`src/rtl/core/gcd_pkg.sv`:
```
// ----------------------------------------------------------------------------
// gcd_pkg: shared types, denomination tables and helpers
// Currency and status codes, the control group that travels with each stage,
// and the per-slot denomination tables used by the greedy change pipeline.
// ----------------------------------------------------------------------------
`default_nettype none

package gcd_pkg;

    typedef enum logic [1:0] {
        CUR_WON = 2'd0,
        CUR_USD = 2'd1,
        CUR_YEN = 2'd2
    } t_currency;

    typedef enum logic [1:0] {
        ST_CHANGE = 2'd0,
        ST_EXACT  = 2'd1,
        ST_SHORT  = 2'd2
    } t_status;

    localparam int NUM_SLOTS   = 11;
    localparam int SMALL_SLOTS = NUM_SLOTS - 1;
    localparam int SLOT_W      = 4;
    localparam int DENOM_W     = 16;
    localparam int COUNT_W     = 12;
    localparam int SMALL_W     = 4;
    localparam int MAX_SMALL   = 9;
    localparam logic [COUNT_W-1:0] COUNT_MAX = 12'hFFF;

    // Slot 0 is the largest note, the rest follow in descending order.
    localparam logic [DENOM_W-1:0] WON_DENOMS [NUM_SLOTS] = '{
        16'd50000, 16'd10000, 16'd5000, 16'd1000, 16'd100, 16'd50, 16'd10,
        16'd0, 16'd0, 16'd0, 16'd0
    };
    localparam logic [DENOM_W-1:0] USD_DENOMS [NUM_SLOTS] = '{
        16'd10000, 16'd5000, 16'd2000, 16'd1000, 16'd500, 16'd100, 16'd50,
        16'd25, 16'd10, 16'd5, 16'd1
    };
    localparam logic [DENOM_W-1:0] YEN_DENOMS [NUM_SLOTS] = '{
        16'd10000, 16'd5000, 16'd1000, 16'd500, 16'd100, 16'd50, 16'd10,
        16'd5, 16'd1, 16'd0, 16'd0
    };

    localparam logic [SLOT_W-1:0] WON_FIRST_COIN = 4'd4;
    localparam logic [SLOT_W-1:0] USD_FIRST_COIN = 4'd6;
    localparam logic [SLOT_W-1:0] YEN_FIRST_COIN = 4'd3;

    typedef struct packed {
        logic      valid;
        t_status   status;
        t_currency cur;
    } t_ctl;

    typedef struct packed {
        t_ctl                               ctl;
        logic [COUNT_W-1:0]                 top_cnt;
        logic [SMALL_SLOTS-1:0][SMALL_W-1:0] cnt;
    } t_item;

    typedef struct packed {
        logic [SMALL_W-1:0] cnt;
        logic [DENOM_W-1:0] rem;
    } t_step;

    function automatic logic [DENOM_W-1:0] denom_value(input t_currency cur,
                                                        input logic [SLOT_W-1:0] slot);
        logic [DENOM_W-1:0] val;
        val = '0;
        if (slot < SLOT_W'(NUM_SLOTS)) begin
            unique case (cur)
                CUR_USD: val = USD_DENOMS[slot];
                CUR_YEN: val = YEN_DENOMS[slot];
                default: val = WON_DENOMS[slot];
            endcase
        end
        return val;
    endfunction

    function automatic logic is_coin_slot(input t_currency cur,
                                          input logic [SLOT_W-1:0] slot);
        logic coin;
        unique case (cur)
            CUR_USD: coin = (slot >= USD_FIRST_COIN);
            CUR_YEN: coin = (slot >= YEN_FIRST_COIN);
            default: coin = (slot >= WON_FIRST_COIN);
        endcase
        return coin;
    endfunction

endpackage

`default_nettype wire

```
`src/rtl/core/gcd_top_div.sv`:
```
// ----------------------------------------------------------------------------
// gcd_top_div: count of the largest note
// Three stages divide the change by the largest note value through a
// reciprocal multiply, then fix the quotient up by one compare and subtract.
// ----------------------------------------------------------------------------
`default_nettype none

module gcd_top_div #(
    parameter int AMOUNT_BITS = 24
) (
    input  wire logic                      i_clk,
    input  wire logic                      i_rst_n,
    input  wire logic                      i_adv,
    input  wire gcd_pkg::t_ctl             i_ctl,
    input  wire logic [AMOUNT_BITS-1:0]    i_change,
    output gcd_pkg::t_ctl                  o_ctl,
    output logic [gcd_pkg::COUNT_W-1:0]    o_top_cnt,
    output logic [gcd_pkg::DENOM_W-1:0]    o_rem
);
    import gcd_pkg::*;

    // The quotient by 10000 or more stays below 2^(AMOUNT_BITS-13).
    localparam int MW  = AMOUNT_BITS - 13;
    localparam int QW  = MW + 1;
    localparam int QXW = (QW > COUNT_W) ? QW : COUNT_W;
    localparam int RW  = 17;
    localparam longint unsigned RECIP_HI = (64'd1 << AMOUNT_BITS) / 64'd50000;
    localparam longint unsigned RECIP_LO = (64'd1 << AMOUNT_BITS) / 64'd10000;

    t_ctl                       r_s2_ctl, r_s3_ctl, r_s4_ctl;
    logic [AMOUNT_BITS+MW-1:0]  r_s2_prod;
    logic [AMOUNT_BITS-1:0]     r_s2_change;
    logic [MW-1:0]              r_s3_q;
    logic [RW-1:0]              r_s3_r;
    logic [COUNT_W-1:0]         r_s4_cnt;
    logic [DENOM_W-1:0]         r_s4_rem;

    logic [MW-1:0]              w_recip;
    logic [MW-1:0]              w_q0;
    logic [AMOUNT_BITS:0]       w_diff;
    logic [RW-1:0]              w_d3;
    logic [QW-1:0]              w_q;
    logic [RW-1:0]              w_r;
    logic [QXW-1:0]             w_qx;
    logic [COUNT_W-1:0]         n_s4_cnt;

    assign w_recip = (i_ctl.cur == CUR_USD || i_ctl.cur == CUR_YEN) ? MW'(RECIP_LO)
                                                                     : MW'(RECIP_HI);

    assign w_q0   = r_s2_prod[AMOUNT_BITS+MW-1:AMOUNT_BITS];
    assign w_diff = {1'b0, r_s2_change}
                  - (AMOUNT_BITS+1)'(w_q0) * (AMOUNT_BITS+1)'(denom_value(r_s2_ctl.cur, '0));

    always_comb begin
        w_d3 = RW'(denom_value(r_s3_ctl.cur, '0));
        if (r_s3_r >= w_d3) begin
            w_q = QW'(r_s3_q) + QW'(1);
            w_r = r_s3_r - w_d3;
        end else begin
            w_q = QW'(r_s3_q);
            w_r = r_s3_r;
        end
        w_qx     = QXW'(w_q);
        n_s4_cnt = (w_qx > QXW'(COUNT_MAX)) ? COUNT_MAX : w_qx[COUNT_W-1:0];
    end

    always_ff @(posedge i_clk) begin
        if (!i_rst_n) begin
            r_s2_ctl.valid <= 1'b0;
            r_s3_ctl.valid <= 1'b0;
            r_s4_ctl.valid <= 1'b0;
        end else if (i_adv) begin
            r_s2_ctl <= i_ctl;
            r_s3_ctl <= r_s2_ctl;
            r_s4_ctl <= r_s3_ctl;
        end
    end

    always_ff @(posedge i_clk) begin
        if (i_adv) begin
            r_s2_prod   <= (AMOUNT_BITS+MW)'(i_change) * (AMOUNT_BITS+MW)'(w_recip);
            r_s2_change <= i_change;
            r_s3_q      <= w_q0;
            r_s3_r      <= w_diff[RW-1:0];
            r_s4_cnt    <= n_s4_cnt;
            r_s4_rem    <= w_r[DENOM_W-1:0];
        end
    end

    assign o_ctl     = r_s4_ctl;
    assign o_top_cnt = r_s4_cnt;
    assign o_rem     = r_s4_rem;

endmodule

`default_nettype wire

```
`src/rtl/core/gcd_emit.sv`:
```
// ----------------------------------------------------------------------------
// gcd_emit: result sequencer and output register
// Holds one item's counts and sends one result per nonzero count, or a
// single status result, through a registered output stage.
// ----------------------------------------------------------------------------
`default_nettype none

module gcd_emit (
    input  wire logic                      i_clk,
    input  wire logic                      i_rst_n,
    input  wire gcd_pkg::t_item            i_item,
    output logic                           o_adv,
    output logic                           o_out_valid,
    input  wire logic                      i_out_ready,
    output logic [gcd_pkg::DENOM_W-1:0]    o_denom,
    output logic [gcd_pkg::COUNT_W-1:0]    o_count,
    output logic                           o_is_coin,
    output gcd_pkg::t_status               o_status,
    output logic                           o_last
);
    import gcd_pkg::*;

    logic                           r_em_valid;
    t_status                        r_em_status;
    t_currency                      r_em_cur;
    logic [NUM_SLOTS-1:0]           r_em_mask;
    logic [NUM_SLOTS-1:0][COUNT_W-1:0] r_em_cnt;

    logic                           r_out_valid;
    logic [DENOM_W-1:0]             r_out_denom;
    logic [COUNT_W-1:0]             r_out_count;
    logic                           r_out_coin;
    t_status                        r_out_status;
    logic                           r_out_last;

    logic                           w_out_free;
    logic                           w_emit;
    logic                           w_last;
    logic [NUM_SLOTS-1:0]           w_onehot;
    logic [NUM_SLOTS-1:0]           w_rest;
    logic [SLOT_W-1:0]              w_sel;
    logic [NUM_SLOTS-1:0]           n_mask;
    logic [NUM_SLOTS-1:0][COUNT_W-1:0] n_cnt;

    always_comb begin
        n_cnt[0] = i_item.top_cnt;
        for (int i = 0; i < SMALL_SLOTS; i++) begin
            n_cnt[i+1] = COUNT_W'(i_item.cnt[i]);
        end
        for (int i = 0; i < NUM_SLOTS; i++) begin
            n_mask[i] = (i_item.ctl.status == ST_CHANGE) && (n_cnt[i] != '0);
        end
    end

    always_comb begin
        w_onehot = r_em_mask & (~r_em_mask + NUM_SLOTS'(1));
        w_rest   = r_em_mask & ~w_onehot;
        w_sel    = '0;
        for (int i = 0; i < NUM_SLOTS; i++) begin
            if (w_onehot[i]) begin
                w_sel = SLOT_W'(i);
            end
        end
    end

    assign w_out_free = !r_out_valid || i_out_ready;
    assign w_emit     = r_em_valid && w_out_free;
    assign w_last     = (r_em_mask == '0) || (w_rest == '0);
    assign o_adv      = !r_em_valid || (w_emit && w_last);

    always_ff @(posedge i_clk) begin
        if (!i_rst_n) begin
            r_em_valid  <= 1'b0;
            r_out_valid <= 1'b0;
        end else begin
            if (o_adv) begin
                r_em_valid <= i_item.ctl.valid;
            end
            if (w_emit) begin
                r_out_valid <= 1'b1;
            end else if (i_out_ready) begin
                r_out_valid <= 1'b0;
            end
        end
    end

    always_ff @(posedge i_clk) begin
        if (o_adv) begin
            r_em_status <= i_item.ctl.status;
            r_em_cur    <= i_item.ctl.cur;
            r_em_mask   <= n_mask;
            r_em_cnt    <= n_cnt;
        end else if (w_emit) begin
            r_em_mask   <= w_rest;
        end
        if (w_emit) begin
            r_out_last <= w_last;
            if (r_em_mask == '0) begin
                r_out_denom  <= '0;
                r_out_count  <= '0;
                r_out_coin   <= 1'b0;
                r_out_status <= r_em_status;
            end else begin
                r_out_denom  <= denom_value(r_em_cur, w_sel);
                r_out_count  <= r_em_cnt[w_sel];
                r_out_coin   <= is_coin_slot(r_em_cur, w_sel);
                r_out_status <= ST_CHANGE;
            end
        end
    end

    assign o_out_valid = r_out_valid;
    assign o_denom     = r_out_denom;
    assign o_count     = r_out_count;
    assign o_is_coin   = r_out_coin;
    assign o_status    = r_out_status;
    assign o_last      = r_out_last;

    a_status_has_no_pieces: assert property (@(posedge i_clk) disable iff (!i_rst_n)
        r_em_valid && r_em_status != ST_CHANGE |-> r_em_mask == '0)
        else $error("status item holds pending pieces");

    a_status_result_is_last: assert property (@(posedge i_clk) disable iff (!i_rst_n)
        r_out_valid && r_out_status != ST_CHANGE |-> r_out_last && r_out_count == '0)
        else $error("status result is not a lone final result");

    a_pieces_have_denom: assert property (@(posedge i_clk) disable iff (!i_rst_n)
        r_out_valid && r_out_count != '0 |-> r_out_denom != '0)
        else $error("pieces reported without a denomination");

    a_mask_drains_by_one: assert property (@(posedge i_clk) disable iff (!i_rst_n)
        w_emit && !w_last |=> r_em_valid
            && $countones(r_em_mask) == $countones($past(r_em_mask)) - 1)
        else $error("pending slot mask did not drop exactly one slot");

endmodule

`default_nettype wire

```
`src/rtl/core/greedy_change_dispense.sv`:
```
// ----------------------------------------------------------------------------
// greedy_change_dispense: greedy breakdown of change into notes and coins
// The first result of a transaction passes the subtract stage, the largest-note
// divider, the greedy-step stages, the sequencer and the output register. The
// sequencer sends the results of an input, one to eleven of them, in turn and
// takes the next input only as it sends the last one, so the single-result
// output port limits how fast inputs are accepted.
// Reset clears every stage and output valid bit and sets the currency to won.
// ----------------------------------------------------------------------------
`default_nettype none

module greedy_change_dispense #(
    parameter int AMOUNT_BITS = 24,
    localparam int IN_W = ((2 * AMOUNT_BITS + 7) / 8) * 8
) (
    input  wire logic              i_clk,
    input  wire logic              i_rst_n,

    input  wire logic              i_cfg_we,
    input  wire logic [1:0]        i_cfg_wdata,   // currency code

    input  wire logic              s_axis_tvalid,
    output logic                   s_axis_tready,
    // charge_amount, payment_amount, zero padding
    input  wire logic [IN_W-1:0]   s_axis_tdata,

    output logic                   m_axis_tvalid,
    input  wire logic              m_axis_tready,
    // denomination [15:0], piece_count [27:16], zero padding [31:28]
    output logic [31:0]            m_axis_tdata,
    // is_coin [0], status [2:1]
    output logic [2:0]             m_axis_tuser,
    output logic                   m_axis_tlast
);
    import gcd_pkg::*;

    // The currency register. Code 3 is treated as won, so it is folded into
    // won when written and only three codes ever reach the pipeline.
    t_currency r_currency;

    always_ff @(posedge i_clk) begin
        if (!i_rst_n) begin
            r_currency <= CUR_WON;
        end else if (i_cfg_we) begin
            if (t_currency'(i_cfg_wdata) == CUR_USD) begin
                r_currency <= CUR_USD;
            end else if (t_currency'(i_cfg_wdata) == CUR_YEN) begin
                r_currency <= CUR_YEN;
            end else begin
                r_currency <= CUR_WON;
            end
        end
    end

    // One advance signal moves every stage at once. The sequencer at the end
    // drops it only while it still has results of an earlier transaction to
    // send, so a stall holds every stage in place and nothing is lost.
    logic w_adv;

    assign s_axis_tready = w_adv;

    // Stage 1: subtract and classify. The borrow bit of the subtraction flags
    // a short payment; equal amounts give the exact-payment status.
    logic [AMOUNT_BITS-1:0] w_charge, w_pay;
    logic [AMOUNT_BITS:0]   w_diff;
    t_ctl                   n_s1_ctl;
    t_ctl                   r_s1_ctl;
    logic [AMOUNT_BITS-1:0] r_s1_change;

    assign w_charge = s_axis_tdata[AMOUNT_BITS-1:0];
    assign w_pay    = s_axis_tdata[2*AMOUNT_BITS-1:AMOUNT_BITS];
    assign w_diff   = {1'b0, w_pay} - {1'b0, w_charge};

    always_comb begin
        n_s1_ctl.valid = s_axis_tvalid;
        n_s1_ctl.cur   = r_currency;
        if (w_pay == w_charge) begin
            n_s1_ctl.status = ST_EXACT;
        end else if (w_diff[AMOUNT_BITS]) begin
            n_s1_ctl.status = ST_SHORT;
        end else begin
            n_s1_ctl.status = ST_CHANGE;
        end
    end

    always_ff @(posedge i_clk) begin
        if (!i_rst_n) begin
            r_s1_ctl.valid <= 1'b0;
        end else if (w_adv) begin
            r_s1_ctl <= n_s1_ctl;
        end
    end

    always_ff @(posedge i_clk) begin
        if (w_adv) begin
            r_s1_change <= w_diff[AMOUNT_BITS-1:0];
        end
    end

    // Stages 2 to 4: count of the largest note and the remainder below it.
    // Every note is a multiple of the smallest note, so one greedy pass over
    // notes and coins together gives the same counts as splitting the change
    // into a note part and a coin part first.
    t_ctl               w_s4_ctl;
    logic [COUNT_W-1:0] w_s4_top;
    logic [DENOM_W-1:0] w_s4_rem;

    gcd_top_div #(
        .AMOUNT_BITS (AMOUNT_BITS)
    ) u_top_div (
        .i_clk     (i_clk),
        .i_rst_n   (i_rst_n),
        .i_adv     (w_adv),
        .i_ctl     (r_s1_ctl),
        .i_change  (r_s1_change),
        .o_ctl     (w_s4_ctl),
        .o_top_cnt (w_s4_top),
        .o_rem     (w_s4_rem)
    );

    // One greedy step on a remainder below the previous denomination. Each
    // later count is at most nine, so all nine multiples are compared at once.
    function automatic t_step slot_step(input logic [DENOM_W-1:0] rem,
                                        input logic [DENOM_W-1:0] denom);
        t_step       res;
        logic [19:0] mult;
        res.cnt = '0;
        res.rem = rem;
        if (denom != '0) begin
            for (int k = 1; k <= MAX_SMALL; k++) begin
                mult = 20'(denom) * 20'(k);
                if (20'(rem) >= mult) begin
                    res.cnt = SMALL_W'(k);
                    res.rem = rem - mult[DENOM_W-1:0];
                end
            end
        end
        return res;
    endfunction

    // Stage 5 handles slots one to four, stage 6 slots five to eight, and
    // slots nine and ten are worked out on the way into the sequencer.
    localparam int S5_SLOTS = 4;
    localparam int S6_SLOTS = 8;

    t_ctl                                r_s5_ctl, r_s6_ctl;
    logic [COUNT_W-1:0]                  r_s5_top, r_s6_top;
    logic [DENOM_W-1:0]                  r_s5_rem, r_s6_rem;
    logic [S5_SLOTS-1:0][SMALL_W-1:0]    r_s5_cnt, n_s5_cnt;
    logic [S6_SLOTS-1:0][SMALL_W-1:0]    r_s6_cnt, n_s6_cnt;
    logic [DENOM_W-1:0]                  n_s5_rem, n_s6_rem;
    t_item                               w_item;

    always_comb begin
        t_step              v_st;
        logic [DENOM_W-1:0] v_rem;
        v_rem = w_s4_rem;
        for (int j = 0; j < S5_SLOTS; j++) begin
            v_st        = slot_step(v_rem, denom_value(w_s4_ctl.cur, SLOT_W'(j + 1)));
            n_s5_cnt[j] = v_st.cnt;
            v_rem       = v_st.rem;
        end
        n_s5_rem = v_rem;
    end

    always_comb begin
        t_step              v_st;
        logic [DENOM_W-1:0] v_rem;
        v_rem = r_s5_rem;
        n_s6_cnt[S5_SLOTS-1:0] = r_s5_cnt;
        for (int j = S5_SLOTS; j < S6_SLOTS; j++) begin
            v_st        = slot_step(v_rem, denom_value(r_s5_ctl.cur, SLOT_W'(j + 1)));
            n_s6_cnt[j] = v_st.cnt;
            v_rem       = v_st.rem;
        end
        n_s6_rem = v_rem;
    end

    always_comb begin
        t_step              v_st;
        logic [DENOM_W-1:0] v_rem;
        v_rem = r_s6_rem;
        w_item.ctl                  = r_s6_ctl;
        w_item.top_cnt              = r_s6_top;
        w_item.cnt[S6_SLOTS-1:0]    = r_s6_cnt;
        for (int j = S6_SLOTS; j < SMALL_SLOTS; j++) begin
            v_st          = slot_step(v_rem, denom_value(r_s6_ctl.cur, SLOT_W'(j + 1)));
            w_item.cnt[j] = v_st.cnt;
            v_rem         = v_st.rem;
        end
    end

    always_ff @(posedge i_clk) begin
        if (!i_rst_n) begin
            r_s5_ctl.valid <= 1'b0;
            r_s6_ctl.valid <= 1'b0;
        end else if (w_adv) begin
            r_s5_ctl <= w_s4_ctl;
            r_s6_ctl <= r_s5_ctl;
        end
    end

    always_ff @(posedge i_clk) begin
        if (w_adv) begin
            r_s5_top <= w_s4_top;
            r_s5_rem <= n_s5_rem;
            r_s5_cnt <= n_s5_cnt;
            r_s6_top <= r_s5_top;
            r_s6_rem <= n_s6_rem;
            r_s6_cnt <= n_s6_cnt;
        end
    end

    // Stage 7 and the output register: the sequencer walks the nonzero
    // counts from the largest denomination down, one result per cycle unless the
    // master side stalls, and takes the next transaction in the cycle that it sends its last result.
    logic [DENOM_W-1:0] w_denom;
    logic [COUNT_W-1:0] w_count;
    logic               w_is_coin;
    t_status            w_status;

    gcd_emit u_emit (
        .i_clk       (i_clk),
        .i_rst_n     (i_rst_n),
        .i_item      (w_item),
        .o_adv       (w_adv),
        .o_out_valid (m_axis_tvalid),
        .i_out_ready (m_axis_tready),
        .o_denom     (w_denom),
        .o_count     (w_count),
        .o_is_coin   (w_is_coin),
        .o_status    (w_status),
        .o_last      (m_axis_tlast)
    );

    assign m_axis_tdata = {4'b0000, w_count, w_denom};
    assign m_axis_tuser = {w_status, w_is_coin};

endmodule

`default_nettype wire
```
`config.mk`:
```
export PLATFORM = sky130hd
export DESIGN_NAME = greedy_change_dispense
export DESIGN_NICKNAME = d
export VERILOG_FILES = /design/src/rtl/core/gcd_pkg.sv /design/src/rtl/core/gcd_top_div.sv /design/src/rtl/core/gcd_emit.sv /design/src/rtl/core/greedy_change_dispense.sv
export SDC_FILE = /design/constraint.sdc
export NUM_CORES = 2
export LEC_CHECK = 0
export ABC_AREA = 1
export BUFFER_PORTS_ARGS = -buffer_cell sky130_fd_sc_hd__buf_2
export CAP_MARGIN = 20
export CORE_MARGIN = 3
export CORE_UTILIZATION = 30
export CTS_CLUSTER_DIAMETER = 40
export DETAILED_ROUTE_END_ITERATION = 10
export HOLD_SLACK_MARGIN = 0.12
export PLACE_DENSITY = 0.43
export SLEW_MARGIN = 20
export SYNTH_ARGS = -nofsm -noshare
export SYNTH_HDL_FRONTEND = slang
export SYNTH_SLANG_ARGS = --single-unit
```
`constraint.sdc`:
```
create_clock -name i_clk -period 33.6 [get_ports i_clk]
set_input_delay 1.68 -clock i_clk [delete_from_list [all_inputs] [get_ports i_clk]]
set_output_delay 1.68 -clock i_clk [all_outputs]
set_load 0.05 [all_outputs]
```
==> results list <==
- The slowest stage of the critical path is the ha_1 cell.
* Fraction of final layout cells sized beyond drive strength 1: 9.252%
- Count of mapped cells out of synthesis: 7778
- Most Frequent Cell on Critical Path: nand2_1
- In this run the remaining antenna-violating nets after routing total 0.
- The first global-routing pass estimated 321.6 mm of wire.
* WP data required: 33.97 ns
* Number of buffers inserted for hold repair after clock tree synthesis: 0
* Ranking of synthesized cells by area: edfxtp_1 19%, nand2_1 13%, ha_1 11%
- Drt pass-1 iters: 6
- Sorting the synthesized cells by how often they occur yields 1852 x nand2_1, 1030 x inv_1, 820 x nor2_1.
- Row generation in the floorplan step produced 153 rows.
- Clk sink count: 343
- Max-cap violations in this run came to 0.
- Total global routing track utilization: 22.79%
- Flip-flop and latch count after synthesis: 343
- Element type at the critical path start: flop
- Worst Setup Path Type: reg -> reg
- The synthesized netlist occupies a cell area of 53200 um2.
- Cell with the most instances after synthesis: nand2_1
* Clk Tree Root Cell: clkbuf_16
- Once the floorplan was initialized, standard cells occupied 30.41% of the core.
- Core box area: 175000 um2
- Summed over all nets, the half-perimeter wirelength after detailed placement is 173.4 mm.
* Total I/O pin count: 93
- At the worst endpoint, the arrival time is 16.12 ns.
- TritonCTS built the clock tree.
* Number of DRC markers in iteration 0: 5019
- At the pin with the least slew margin, the transition time is 1.082 ns.
- On the final layout, the worst clock skew is 0.04817 ns.
- The worst path needs 15.75 ns of the cycle, external delays included.
* Number of buffers added by the clock tree synthesis step: 58
- Routability congestion estimate from global placement: 0.9478
* Total count of max-transition violations in the final report: 0
- Worst skew pair latency: 0.67 ns
* Number of global-route vias before repair: 50880
- The worst hold path belongs to the class reg -> reg.
- The number of setup buffers added after CTS is 0.
- Run status: finished, final reports clean
- Among all flip-flop cells after synthesis, the most frequent one is edfxtp_1.
- Entering global routing, the biggest net connects 63 pins.
* Final Net Count: 8533
- The largest total area in the synthesized netlist belongs to edfxtp_1.
- Setup crit end: r_s5_rem[6]
- Area fraction of the dominant cell type after synthesis: 18.80%
* Terminus of the critical flop-to-flop path: r_s5_rem[6]
- The synthesized design contains 333 enable-type register cells.
* Critical path capture point type: flop
- Post-detailed-routing wire length: 213.9 mm
- Global routing finished with a remaining overflow of 0.
* Final Hold Viols: 0
- The die covers 182400 um2.
- The number of antenna violations at the first check in global routing is 9.
- The critical path starts at u_top_div.o_ctl[0].
- The H-tree generated during clock tree synthesis spans 2 levels.
- Port buffering added 87 buffers.
- Horiz. Die Dim: 427.1 um
- After clock tree synthesis, the clock-pin slew on the worst setup and hold paths is 0.06 ns.
* DRC Markers: 0
- Flop-to-flop setup slack: 17.85 ns
- Ys async rst share: 0%
* Via/cell ratio: 5.206
* Sequential element share of the synthesized area: 19.17%
- Worst reg2reg path startpoint: u_top_div.o_ctl[0]
- Number of buffers on the longest clock path: 3
- RSZ-0062 raised after global routing: no
* Crit Path Max Fanout: 25
- Chip height: 427.1 um
* Setup violation total in the final timing report: 0
- Delay of the slowest critical-path stage: 0.68 ns
* Setup_tns: 0 ns
- Based on the critical path, the design can be clocked at up to 63.48 MHz.
- Number of different library cells in the post-synthesis netlist: 95
* Cts repair resizes: 0
* Cells on Worst Hold Path: 0
- Worst relative slew slack: 27.58%
- Tcrit/Tclk final: 46.89%
- The worst register-to-register path has a depth of 77.
- Averaged over all synthesized cells, the footprint is 6.840 um2.
- During synthesis, Yosys emitted a total of 0 warnings.
* Wirelength per Cell: 21.01 um
- Vias: 53020
- Layout overhead on the synthesized area: 8.525%
stage by stage:
| stage | area, um2 | util (%) | hold slack [ns] | setup WS [ns] | cells |
|---|---|---|---|---|---|
| global route | 57730 | 33.00 | 0.4217 | 16.61 | 10180 |
| CTS | 57730 | 33.00 | 0.4132 | 18.33 | 10180 |
| detailed placement | 55760 | 31.87 | 0.4045 | 18.32 | 10070 |
| floorplan | 53300 | - | 0.4003 | 21.75 | 7804 |
| finish | 57740 | 33.00 | 0.4136 | 17.85 | 10180 |
| global placement | 55760 | 31.87 | 0.4009 | 18.51 | 10070 |
state kept, by name, indices dropped and copies added, names as in the netlist, 14 cells and up:
signal                 count
n_s6_cnt                  16
u_top_div.r_s2_change     17
u_emit.r_em_cnt           52
r_s5_rem                  16
r_s6_rem                  16
u_top_div.r_s3_r          17
u_top_div.o_rem           16
u_emit.o_denom            14
r_s1_change               24
r_s6_cnt                  32
critical path: cells and delay by family (launching register included):
family / cells / cell delay (ns)
simple gates: 42 / 6.17
compound gates: 14 / 2.54
fa+ha+maj: 5 / 2.22
buf+inv: 16 / 4.03
flops: 1 / 0.40
layer usage:
layer | GRT usage, % | part of all wire (%) | vias to the layer above | wire length [um]
met3 | 3.115 | 7.2 | 281 | 15370
met5 | 0 | 0 | - | 0
met2 | 34.15 | 42 | 1972 | 89980
met4 | 5.374 | 2.4 | 0 | 5185
met1 | 34.21 | 48 | 25250 | 103400
li1 | - | - | 25520 | -
layout make-up:
cell class	instances	area (um2)
fillers	19370	117200
multi-input cells	6104	37470
flip-flops and latches	343	10200
inverters	1175	4448
well taps	2325	2909
clock buffers	63	1470
repair buffers	127	735.7
clock inverters	46	503.0
diodes	1	2.502
cell usage in the layout (no fill, tap or decap), types with 68 or more instances in the layout:
| master | netlist | routed |
|---|---|---|
| a21oi_1 | 621 | 620 |
| a31oi_1 | 90 | 90 |
| buf_2 | 47 | 87 |
| edfxtp_1 | 333 | 333 |
| fa_1 | 204 | 204 |
| ha_1 | 465 | 465 |
| inv_1 | 1030 | 1029 |
| inv_2 | 105 | 106 |
| nand2_1 | 1852 | 1851 |
| nand2_2 | 105 | 105 |
| nand3_1 | 417 | 417 |
| nand4_1 | 92 | 92 |
| nor2_1 | 820 | 817 |
| nor3_1 | 96 | 96 |
| o21ai_0 | 320 | 320 |
| o21ai_1 | 68 | 68 |
| xnor2_1 | 73 | 73 |
| xor2_1 | 312 | 312 |
logic make-up (layout without fill, tap and decap cells):
kind of cell	count (synthesis)	in the layout	synth area share [%]
AOI/OAI and AO/OA	1364	1364	14.68
muxes	5	5	0.09408
xor gates and xnor gates	385	385	6.338
and+or+nand+nor	3653	3653	30.44
adders and majority gates	669	669	18.61
other	2	29	0.01412
DFF	343	343	19.17
buffers and inverters	1357	1411	10.65
how the worst min path moves through the flow:
| stage | from | end | slack [ns] |
|---|---|---|---|
| after floorplan | u_top_div.o_ctl[2] | r_s5_ctl[2] | 0.40 |
| after global placement | u_top_div.o_top_cnt[4] | r_s5_top[4] | 0.40 |
| after detailed placement | r_s5_top[11] | r_s6_top[11] | 0.40 |
| after CTS | r_s5_top[3] | r_s6_top[3] | 0.41 |
| after global routing | u_top_div.o_top_cnt[4] | r_s5_top[4] | 0.42 |
| final | r_s5_top[5] | r_s6_top[5] | 0.41 |
Power is not shown: default switching activity piles up to over one toggle a cycle in this logic, so the estimate is an artifact.
